==> src/design/ssvi_pkg.sv <==
// Shared types and constants for the SSVI implied-volatility pipeline.
// No dependencies; imported by the lookup, variance and top-level modules.
`timescale 1ns / 1ps

package ssvi_pkg;

    localparam int TENORS_DEF = 16;

    localparam logic signed [31:0] RHO_MAX = 32'sd1072668082;

    localparam logic OP_WRITE = 1'b0;
    localparam logic OP_EVAL  = 1'b1;

    localparam logic REG_TENORS_IN_USE = 1'b0;

    localparam logic [1:0] STATUS_OK    = 2'd0;
    localparam logic [1:0] STATUS_RANGE = 2'd1;
    localparam logic [1:0] STATUS_SAT   = 2'd2;

    typedef struct packed {
        logic        valid;
        logic        err;
        logic [31:0] th;
        logic [31:0] rho;
        logic [31:0] psi;
        logic [31:0] k;
        logic [31:0] t;
    } ssvi_lookup_t;

    typedef struct packed {
        logic        valid;
        logic        err;
        logic        sat;
        logic [31:0] w;
        logic [31:0] t;
    } ssvi_var_t;

endpackage

==> src/design/ssvi_tables.sv <==
// Tenor parameter table: stores theta, rho and psi per tenor, reads on evaluate.
// Depends on ssvi_pkg for opcodes and the lookup struct.
`timescale 1ns / 1ps

module ssvi_tables import ssvi_pkg::*; #(
    parameter int TENORS = TENORS_DEF
) (
    input  logic         aclk,
    input  logic         aresetn,
    input  logic         en,
    input  logic         in_valid,
    input  logic         opcode,
    input  logic [3:0]   tenor,
    input  logic [31:0]  theta_value,
    input  logic [31:0]  rho_value,
    input  logic [31:0]  psi_value,
    input  logic [31:0]  log_moneyness,
    input  logic [31:0]  maturity,
    input  logic [4:0]   tenors_in_use,
    output ssvi_lookup_t lookup
);

    localparam int IW = (TENORS > 1) ? $clog2(TENORS) : 1;

    logic [95:0] mem [TENORS];
    logic [95:0] rd_reg;
    logic        vld_reg;
    logic        err_reg;
    logic [31:0] k_reg;
    logic [31:0] t_reg;

    logic [8:0]    tenor_w;
    logic          hit;
    logic [IW-1:0] idx;

    assign tenor_w = {5'd0, tenor};
    assign hit     = (tenor_w < 9'(TENORS));
    assign idx     = tenor_w[IW-1:0];

    always_ff @(posedge aclk) begin
        if (en && in_valid && (opcode == OP_WRITE) && hit) begin
            mem[idx] <= {psi_value, rho_value, theta_value};
        end
        if (en) begin
            rd_reg <= mem[idx];
            err_reg <= !hit || ({1'b0, tenor} >= tenors_in_use);
            k_reg   <= log_moneyness;
            t_reg   <= maturity;
        end
    end

    always_ff @(posedge aclk) begin
        if (!aresetn) begin
            vld_reg <= 1'b0;
        end else if (en) begin
            vld_reg <= in_valid && (opcode == OP_EVAL);
        end
    end

    assign lookup.valid = vld_reg;
    assign lookup.err   = err_reg;
    assign lookup.th    = rd_reg[31:0];
    assign lookup.rho   = rd_reg[63:32];
    assign lookup.psi   = rd_reg[95:64];
    assign lookup.k     = k_reg;
    assign lookup.t     = t_reg;

endmodule

==> config.mk <==
export PLATFORM = sky130hd
export DESIGN_NAME = ssvi_tables
export DESIGN_NICKNAME = d
export VERILOG_FILES = /design/src/design/ssvi_pkg.sv /design/src/design/ssvi_tables.sv
export SDC_FILE = /design/constraint.sdc
export NUM_CORES = 1
export LEC_CHECK = 0
export BUFFER_PORTS_ARGS = -buffer_cell sky130_fd_sc_hd__buf_2
export CORE_MARGIN = 5
export CORE_UTILIZATION = 44
export DETAILED_ROUTE_END_ITERATION = 8
export GPL_TIMING_DRIVEN = 1
export PLACE_DENSITY = 0.65
export SYNTH_ARGS = -nofsm -noshare
export SYNTH_HDL_FRONTEND = slang
export SYNTH_SLANG_ARGS = --single-unit
==> constraint.sdc <==
create_clock -name aclk -period 21.9 [get_ports aclk]
set_input_delay 3.285 -clock aclk [delete_from_list [all_inputs] [get_ports aclk]]
set_output_delay 3.285 -clock aclk [all_outputs]
set_load 0.1 [all_outputs]
==> run summary <==
Status - complete, no violations
Critical Path Max Stage Delay - 860 ps
Reg2Reg Launch Point - mem[11][7]$_DFFE_PP_
Worst-Margin Slew - 1200 ps
Footprint of the multi-input gates - 0.0108 sq mm
Port Buffers - 335
Ys Warns - 0
Synthesized cell area - 0.0623 sq mm
CTS root buf - clkbuf_16
Synth unique cells - 23
Crit path launch type - input port
Max_slew headroom - 19.9%
Cells after Synth - 2,549
Synth Area in Simple Gates - 0.851%
Post-cts resize count - 0
Register area share after synthesis - 81.8%
Critical Path End - mem[15][46]$_DFFE_PP_
Worst r2r dst - rd_reg[7]$_DFFE_PP_
# fillers - 10,900
RePlAce Congestion - 0.731
Compound-Gate Fraction of Synth Area - 2.35%
HPWL Detailed - 71,300 microns
Post-Layout Cell Count - 5,005
Worst path most repeated cell - buf_4
Final Setup Violations - 0
Hold buffer count at cts - 0
Final ANT Viol Nets - 0
Final Net Count - 3,149
CP max stage cell - buf_4
# IOs - 336
Starting density of the core - 44.1%
Critical Path AT - 6720 ps
Seq cells post-synth - 1,698
Critical path class - in2reg
Clock skew - 43.8 ps
CP endpoint kind - flip-flop
Site Rows - 138
Area Overhead vs Synth - 15.4%
Routed WL per cell - 28.7 microns
Most frequent cells in the layout - edfxtp_1 (1,697), mux4_2 (384), buf_2 (332)
Vias per inst - 5.72
HP Class - reg2reg
Final hold viol count - 0
Tcrit/Tclk final - 29.0%
Synth Area in Adders - 0.0803%
PD cells - 96.7 mW/mm^2
CP Cell Sequence - buf_8 -> and3b_1 -> nand3_1 -> nor2_4 -> buf_4 -> buf_4
Crit. Startpoint - tenor[1]
Largest net degree at the start of global routing - 147
Setup Buffers After CTS - 0
Syn_nets - 2,727
Initial antenna violation count - 32
Dpl cells - 4,690
Maxcap violations - 0
Detailed-route via count - 28,600
Largest register FFs - 1,536
Crit-path max FO - 112
Worst R2R Setup Slack - 20,200 ps
WP data required - 22,270 ps
Maximum VDD drop - 0.0734 mV
Worst hold slack - 529 ps
FF+latch area - 0.0510 sq mm
First DRT Iteration DRCs - 2,914
Number of global-route vias before repair - 30,000
Global-route wire length before repair - 209,000 microns
Post-synthesis mux area share - 13.9%
CORE AREA - 0.141 sq mm
Die ar. - 0.149 sq mm
CTS Buf Count - 169
DR pass1 iterations - 7
Combinational family with the most area after synthesis - multiplexers
H-Tree Depth - 4
TritonCTS clock tree - built
Leakage Power - 23.1 nW
Setup_tns - 0 ps
Synth Area in XOR/XNOR - 0%
GRT Overall Usage - 19.1%
WL final - 144,000 microns
Layout cells sized above 1 - 33.2%
DRC viols - 0
Gr ovfl total - 0
Slew Limit Fails - 0
Mean area per synthesized cell - 24.5 sq um
Clock transition at path regs - 50 ps
Tmin final - 6350 ps
CTS Buffer Depth - 3
Reg2reg path depth - 3
Final core occ - 50.9%
Die H - 386 microns
Die width - 386 microns
Clock latency on the worst-skew pair - 790 ps
Commonest non-fill, non-tap cell in the layout - edfxtp_1
RSZ-0062 raised after global routing - false
CTS Sinks - 1,698
Fmax - 158 MHz
-- report_power, final --
| part | switching [mW] | internal (mW) |
|---|---|---|
| registers | 0.0156 | 3.63 |
| clock network | 1.20 | 1.67 |
| logic | 0.337 | 0.113 |
-- worst min path at each step --
stage                               startpoint                   end  slack, ps  cells past startpoint
after floorplan           vld_reg$_SDFFE_PN0P_  vld_reg$_SDFFE_PN0P_        450                      2
after global placement    vld_reg$_SDFFE_PN0P_  vld_reg$_SDFFE_PN0P_        480                      2
after detailed placement  vld_reg$_SDFFE_PN0P_  vld_reg$_SDFFE_PN0P_        520                      2
after CTS                 vld_reg$_SDFFE_PN0P_  vld_reg$_SDFFE_PN0P_        530                      2
after global routing      vld_reg$_SDFFE_PN0P_  vld_reg$_SDFFE_PN0P_        580                      2
final                     vld_reg$_SDFFE_PN0P_  vld_reg$_SDFFE_PN0P_        530                      2
-- logic make-up after synthesis --
family,count (synthesis)
buf+inv,137
flops,1698
compound gates,195
fa+ha+maj,4
mux,384
simple gates,131
-- cell type report --
| cell class | count | area share, % |
|---|---|---|
| Antenna cell | 11 | 0.0383 |
| Clock buffer | 199 | 6.12 |
| Tap cell | 1890 | 3.29 |
| Multi-Input combinational cell | 714 | 15.1 |
| Clock inverter | 105 | 1.58 |
| Inverter | 4 | 0.0209 |
| Timing Repair Buffer | 384 | 3.04 |
| Sequential cell | 1698 | 70.9 |
-- critical path: cells and delay by family --
kind / cells / cell delay, ps
buffers and inverters: 3 / 2290
AND/OR/NAND/NOR: 3 / 1040
-- per-stage QoR --
stage          power, mW  instance area, sq um  setup slack (ps)
4_1_cts             7.03                 71900             15450
6_report            6.96                 71900             15550
3_3_place_gp        4.16                 66400             14680
2_1_floorplan       4.03                 62300             10480
3_5_place_dp        4.17                 66400             14620
5_1_grt             7.19                 71900             15130
-- synthesized netlist by cell type --
cell type	number	area share, %
dfxtp_1	1	0.032
buf_6	3	0.054
nand2b_1	4	0.040
mux4_2	384	14
ha_1	4	0.080
nor2_1	14	0.084
buf_4	26	0.31
and2_1	1	0.010
and3b_1	1	0.014
a21o_1	1	0.012
inv_1	4	0.024
nor2b_1	3	0.030
nand3_1	3	0.024
buf_2	31	0.25
a21boi_0	1	0.012
nand2_1	99	0.60
a22oi_1	192	2.3
buf_1	20	0.12
a211oi_1	1	0.012
edfxtp_1	1697	82
nor3_1	5	0.040
clkbuf_1	53	0.32
nor3b_1	1	0.012
-- per-layer routing --
| metal | wire length [microns] | GRT usage [%] | share of wire, % |
|---|---|---|---|
| met1 | 57800 | 26.6 | 40 |
| met2 | 70200 | 31.2 | 49 |
| met3 | 13000 | 4.87 | 9.0 |
| met4 | 2410 | 3.96 | 1.7 |
| met5 | 138 | 0 | 0.096 |
Power figures use the tool's default switching activity.
