<file path="config.mk">
export PLATFORM = sky130hd
export DESIGN_NAME = ssvi_sqrt_pipe
export DESIGN_NICKNAME = d
export VERILOG_FILES = /design/src/design/ssvi_sqrt_pipe.sv
export SDC_FILE = /design/constraint.sdc
export NUM_CORES = 2
export LEC_CHECK = 0
export ABC_CLOCK_PERIOD_IN_PS = 3190
export BUFFER_PORTS_ARGS = -buffer_cell sky130_fd_sc_hd__buf_2
export CORE_UTILIZATION = 35
export CTS_CLUSTER_DIAMETER = 120
export DETAILED_ROUTE_END_ITERATION = 10
export SLEW_MARGIN = 10
export SYNTH_ARGS = -nofsm -noshare
export SYNTH_HDL_FRONTEND = slang
export SYNTH_MEMORY_MAX_BITS = 65536
export SYNTH_SLANG_ARGS = --single-unit
</file>
<file path="constraint.sdc">
create_clock -name aclk -period 3.19 [get_ports aclk]
set_clock_uncertainty 0.05 [all_clocks]
set_input_delay 0.319 -clock aclk [delete_from_list [all_inputs] [get_ports aclk]]
set_output_delay 0.319 -clock aclk [all_outputs]
set_load 0.005 [all_outputs]
</file>
<file path="src/design/ssvi_sqrt_pipe.sv">
// Pipelined integer square root, one result bit per register stage.
// Generic; carries a sideband payload alongside the radicand.
`timescale 1ns / 1ps

module ssvi_sqrt_pipe #(
    parameter int RW = 32,
    parameter int PW = 1
) (
    input  logic            aclk,
    input  logic            aresetn,
    input  logic            en,
    input  logic            in_valid,
    input  logic [2*RW-1:0] in_rad,
    input  logic [PW-1:0]   in_pay,
    output logic            out_valid,
    output logic [RW-1:0]   out_root,
    output logic [PW-1:0]   out_pay
);

    logic            vld_reg  [RW];
    logic [RW+1:0]   rem_reg  [RW];
    logic [RW-1:0]   root_reg [RW];
    logic [2*RW-1:0] rad_reg  [RW];
    logic [PW-1:0]   pay_reg  [RW];

    genvar g;
    for (g = 0; g < RW; g++) begin : g_stage
        logic            p_vld;
        logic [RW+1:0]   p_rem;
        logic [RW-1:0]   p_root;
        logic [2*RW-1:0] p_rad;
        logic [PW-1:0]   p_pay;
        logic [RW+1:0]   rem_x;
        logic [RW+1:0]   trial;
        logic            ge;

        if (g == 0) begin : g_first
            assign p_vld  = in_valid;
            assign p_rem  = '0;
            assign p_root = '0;
            assign p_rad  = in_rad;
            assign p_pay  = in_pay;
        end else begin : g_next
            assign p_vld  = vld_reg[g-1];
            assign p_rem  = rem_reg[g-1];
            assign p_root = root_reg[g-1];
            assign p_rad  = rad_reg[g-1];
            assign p_pay  = pay_reg[g-1];
        end

        assign rem_x = {p_rem[RW-1:0], p_rad[2*RW-1 -: 2]};
        assign trial = {p_root, 2'b01};
        assign ge    = (rem_x >= trial);

        always_ff @(posedge aclk) begin
            if (!aresetn) begin
                vld_reg[g] <= 1'b0;
            end else if (en) begin
                vld_reg[g] <= p_vld;
            end
        end

        always_ff @(posedge aclk) begin
            if (en) begin
                rem_reg[g]  <= ge ? (rem_x - trial) : rem_x;
                root_reg[g] <= {p_root[RW-2:0], ge};
                rad_reg[g]  <= {p_rad[2*RW-3:0], 2'b00};
                pay_reg[g]  <= p_pay;
            end
        end
    end

    assign out_valid = vld_reg[RW-1];
    assign out_root  = root_reg[RW-1];
    assign out_pay   = pay_reg[RW-1];

endmodule

</file>
==> results.sh <==
export IMPL_use_met1=0.1775
export IMPL_finalHoldViolations=0
export IMPL_largest_reg_flops=992
export IMPL_synth_commonest_cells="edfxtp_1 (2528), inv_1 (706), nand2_1 (566)"
export IMPL_relSlewSlack=0.5187
export IMPL_slew_violations=0
export IMPL_clkSlewWorstSetupHoldPaths_ns=0.06
export IMPL_die_w_um=577.9
export IMPL_yosysTopAreaCellShare=0.6540
export IMPL_p_per_area_nw_per_um2=699.1
export IMPL_min_period_over_period=1.067
export IMPL_yosysTopAreaCell="edfxtp_1"
export IMPL_grt_ovfl_total=0
export IMPL_synth_edf_count=2528
export IMPL_boundaryPins=103
export IMPL_crit_path_end_kind="register"
export IMPL_min_path_type="input pin to register"
export IMPL_insertion_delay_ns=0.90
export IMPL_initial_utilization=0.3515
export IMPL_cts_max_path_buffers=4
export IMPL_antenna_left=0
export IMPL_syn_avg_cell_area_sq_um=13.14
export IMPL_place_congestion=0.9076
export IMPL_synth_fp_nets=9465
export IMPL_ys_seq_area_frac=0.6542
export IMPL_violations="negative setup slack"
export IMPL_grt_pass1_wl_um=391700
export IMPL_drc=0
export IMPL_cts_tree="yes"
export IMPL_use_met3=0.02226
export IMPL_cts_sinks=2529
export IMPL_crit_path_start_kind="register"
export IMPL_antenna_found_initial=3
export IMPL_maxCapViolations=0
export IMPL_syn2layout_area_growth_pct=27.60
export IMPL_numPortBuffers=102
export IMPL_cts_root_buf="clkbuf_16"
export IMPL_run_status="finished with violations"
export IMPL_synthArstFlopShare=0
export IMPL_netlist_instances=8835
export IMPL_required_ns=3.79
export IMPL_finalWorstSetupSlack_ns=-0.2136
export IMPL_fp_row_count=211
export IMPL_ir_drop_mv=0.6305
export IMPL_fin_crit_ns=3.404
export IMPL_rsz0062_at_grt="true"
export IMPL_synthFlopType="edfxtp_1"
export IMPL_drtIter0Drc=4433
export IMPL_die_height_um=577.9
export IMPL_setup_viol=176
export IMPL_viasPerCell=4.909
export IMPL_core_area_sq_um=330300
export IMPL_grt_start_max_net_pins=124
export IMPL_cts_buffers=287
export IMPL_nets=11136
export IMPL_grt_pass1_vias=74621
export IMPL_post_route_util=0.4485
export IMPL_yosys_cell_types_count=99
export IMPL_drtPass1Iterations=9
export IMPL_route_vias_total=74100
export IMPL_yosysMostFrequentCell="edfxtp_1"
export IMPL_htreeDepth=5
export IMPL_yosys_warnings=0
export IMPL_grtUsageMet2=0.2523
export IMPL_fmax_mhz=293.8
export IMPL_worst_pin_slew_ns=0.7164
export IMPL_drive_gt1_frac=0.2531
export IMPL_post_place_ws_ns=-0.5411
export IMPL_synth_area_top_cells="edfxtp_1 (65%), ha_1 (6.0%), xnor2_1 (3.2%)"
export IMPL_critPathKind="register to register"
export IMPL_grtUsageTotal=0.1439
export IMPL_drt_total_wl_um=251500
export IMPL_seq_area_sq_um=75930
export IMPL_n_fill_cell=29152
export IMPL_synth_seq_cells=2529
export IMPL_leakage_nw=57.69
export IMPL_die_area_sq_um=334000
export IMPL_cp_max_fo=2
export IMPL_syn_cell_area_sq_um=116100
export IMPL_multiInputGateArea_sq_um=41610
export IMPL_grt_busiest_layer="met2"
export IMPL_worstPathArrival_ns=4.00
export IMPL_avgRoutedWirePerCell_um=16.66
export IMPL_hpwl_um=175100
==> layout by cell type (no fill, tap or decap), types with 52 or more instances in the layout <==
| cell | n |
|---|---|
| buf_12 | 64 |
| buf_2 | 101 |
| nor4_1 | 57 |
| buf_6 | 67 |
| nand4_1 | 98 |
| xnor2_1 | 401 |
| nor2b_1 | 76 |
| nand2_1 | 524 |
| nor3_1 | 175 |
| nand3_1 | 135 |
| ha_1 | 486 |
| o21bai_1 | 52 |
| a21oi_1 | 449 |
| ha_4 | 67 |
| or3_1 | 60 |
| nor2_1 | 481 |
| o21ai_0 | 354 |
| clkinv_1 | 55 |
| buf_4 | 1178 |
| and3_1 | 68 |
| dlygate4sd3_1 | 92 |
| o21ai_2 | 61 |
| edfxtp_1 | 2528 |
| o21a_1 | 103 |
| inv_1 | 676 |
| clkbuf_16 | 302 |
| o21ai_1 | 52 |
| nand2b_1 | 108 |
| a21oi_2 | 83 |
| a21o_1 | 207 |
| xor2_1 | 367 |
| mux2_2 | 53 |
==> where the power goes <==
group	total, W	switching (W)	leakage (nW)	internal, W
clock	0.0326	0.0136	4.56	0.0191
sequential	0.0450	0.00292	24.4	0.0421
combinational	0.0259	0.0132	28.7	0.0127
==> worst paths after layout <==
path / from / to / slack, ns / cells past startpoint
worst max-delay path: root_reg[28][0] / rem_reg[1][473] / -0.21 / 16
worst max register to register: root_reg[28][0] / rem_reg[1][473] / -0.21 / 16
worst min register to register: rad_reg[0][79] / rad_reg[0][143] / 0.32 / 0
worst min-delay path: in_rad[25] / rad_reg[0][25] / 0.1 / 2
==> critical path: stages, from the launching register on <==
cell and delay, ns:
edfxtp_1 0.40, inv_2 0.09, ha_4 0.21, buf_4 0.13, buf_6 0.10, o211ai_1 0.22
o211a_1 0.25, nor3_2 0.07, nor4bb_1 0.27, buf_4 0.17, o21ai_2 0.05, a31oi_1 0.17
buf_4 0.15, nor2_4 0.04, or4_4 0.41, o21ai_2 0.08, mux2_4 0.30
==> layer usage <==
layer | vias to the layer above | part of all wire
li1 | 36002 | -
met1 | 35860 | 0.42
met2 | 1667 | 0.50
met3 | 571 | 0.044
met4 | 0 | 0.039
met5 | - | 0
==> layout make-up <==
type | count | area share
well taps | 4366 | 0.03688
flip-flops and latches | 2529 | 0.5127
repair buffers | 1536 | 0.08796
multi-input cells | 5442 | 0.2809
clock inverters | 171 | 0.01293
inverters | 710 | 0.01811
diodes | 4 | 0.00006758
clock buffers | 337 | 0.05047
==> stage by stage <==
step	std cells	setup TNS, ns	instance area [sq um]	hold slack [ns]	total power, W
2_1_floorplan	8835	-0.9952	116400	0.3503	0.05874
3_3_place_gp	14218	-41.11	130500	0.3500	0.06675
3_5_place_dp	14218	-59.73	130500	0.3545	0.06725
4_1_cts	14946	-12.84	143900	0.00005274	0.1028
5_1_grt	15094	-37.84	148100	0.03272	0.1088
6_report	15095	-12.00	148100	0.09636	0.1035
==> logic make-up (layout without fill, tap and decap cells) <==
logic type	count (synthesis)	in the layout	share of synthesized area
AND/OR/NAND/NOR	2249	2249	0.09608
buffers and inverters	864	2754	0.02807
AO/OA/AOI/OAI	1738	1738	0.09161
adder cells (fa/ha/maj)	561	561	0.06047
multiplexers	104	104	0.009971
XOR/XNOR	789	789	0.05960
flip-flops	2529	2529	0.6542
other	1	5	0.00003231
==> repair_timing <==
item | 4_1_cts | 5_1_grt
gates cloned | 16 | 10
resized for setup | 457 | 669
pin swaps | 179 | 282
setup endpoints to repair | 466 | 610
hold buffers | 92 | 0
buffers inserted | 113 | 162
hold endpoints to repair | 137 | 0
Power figures use the tool's default switching activity.
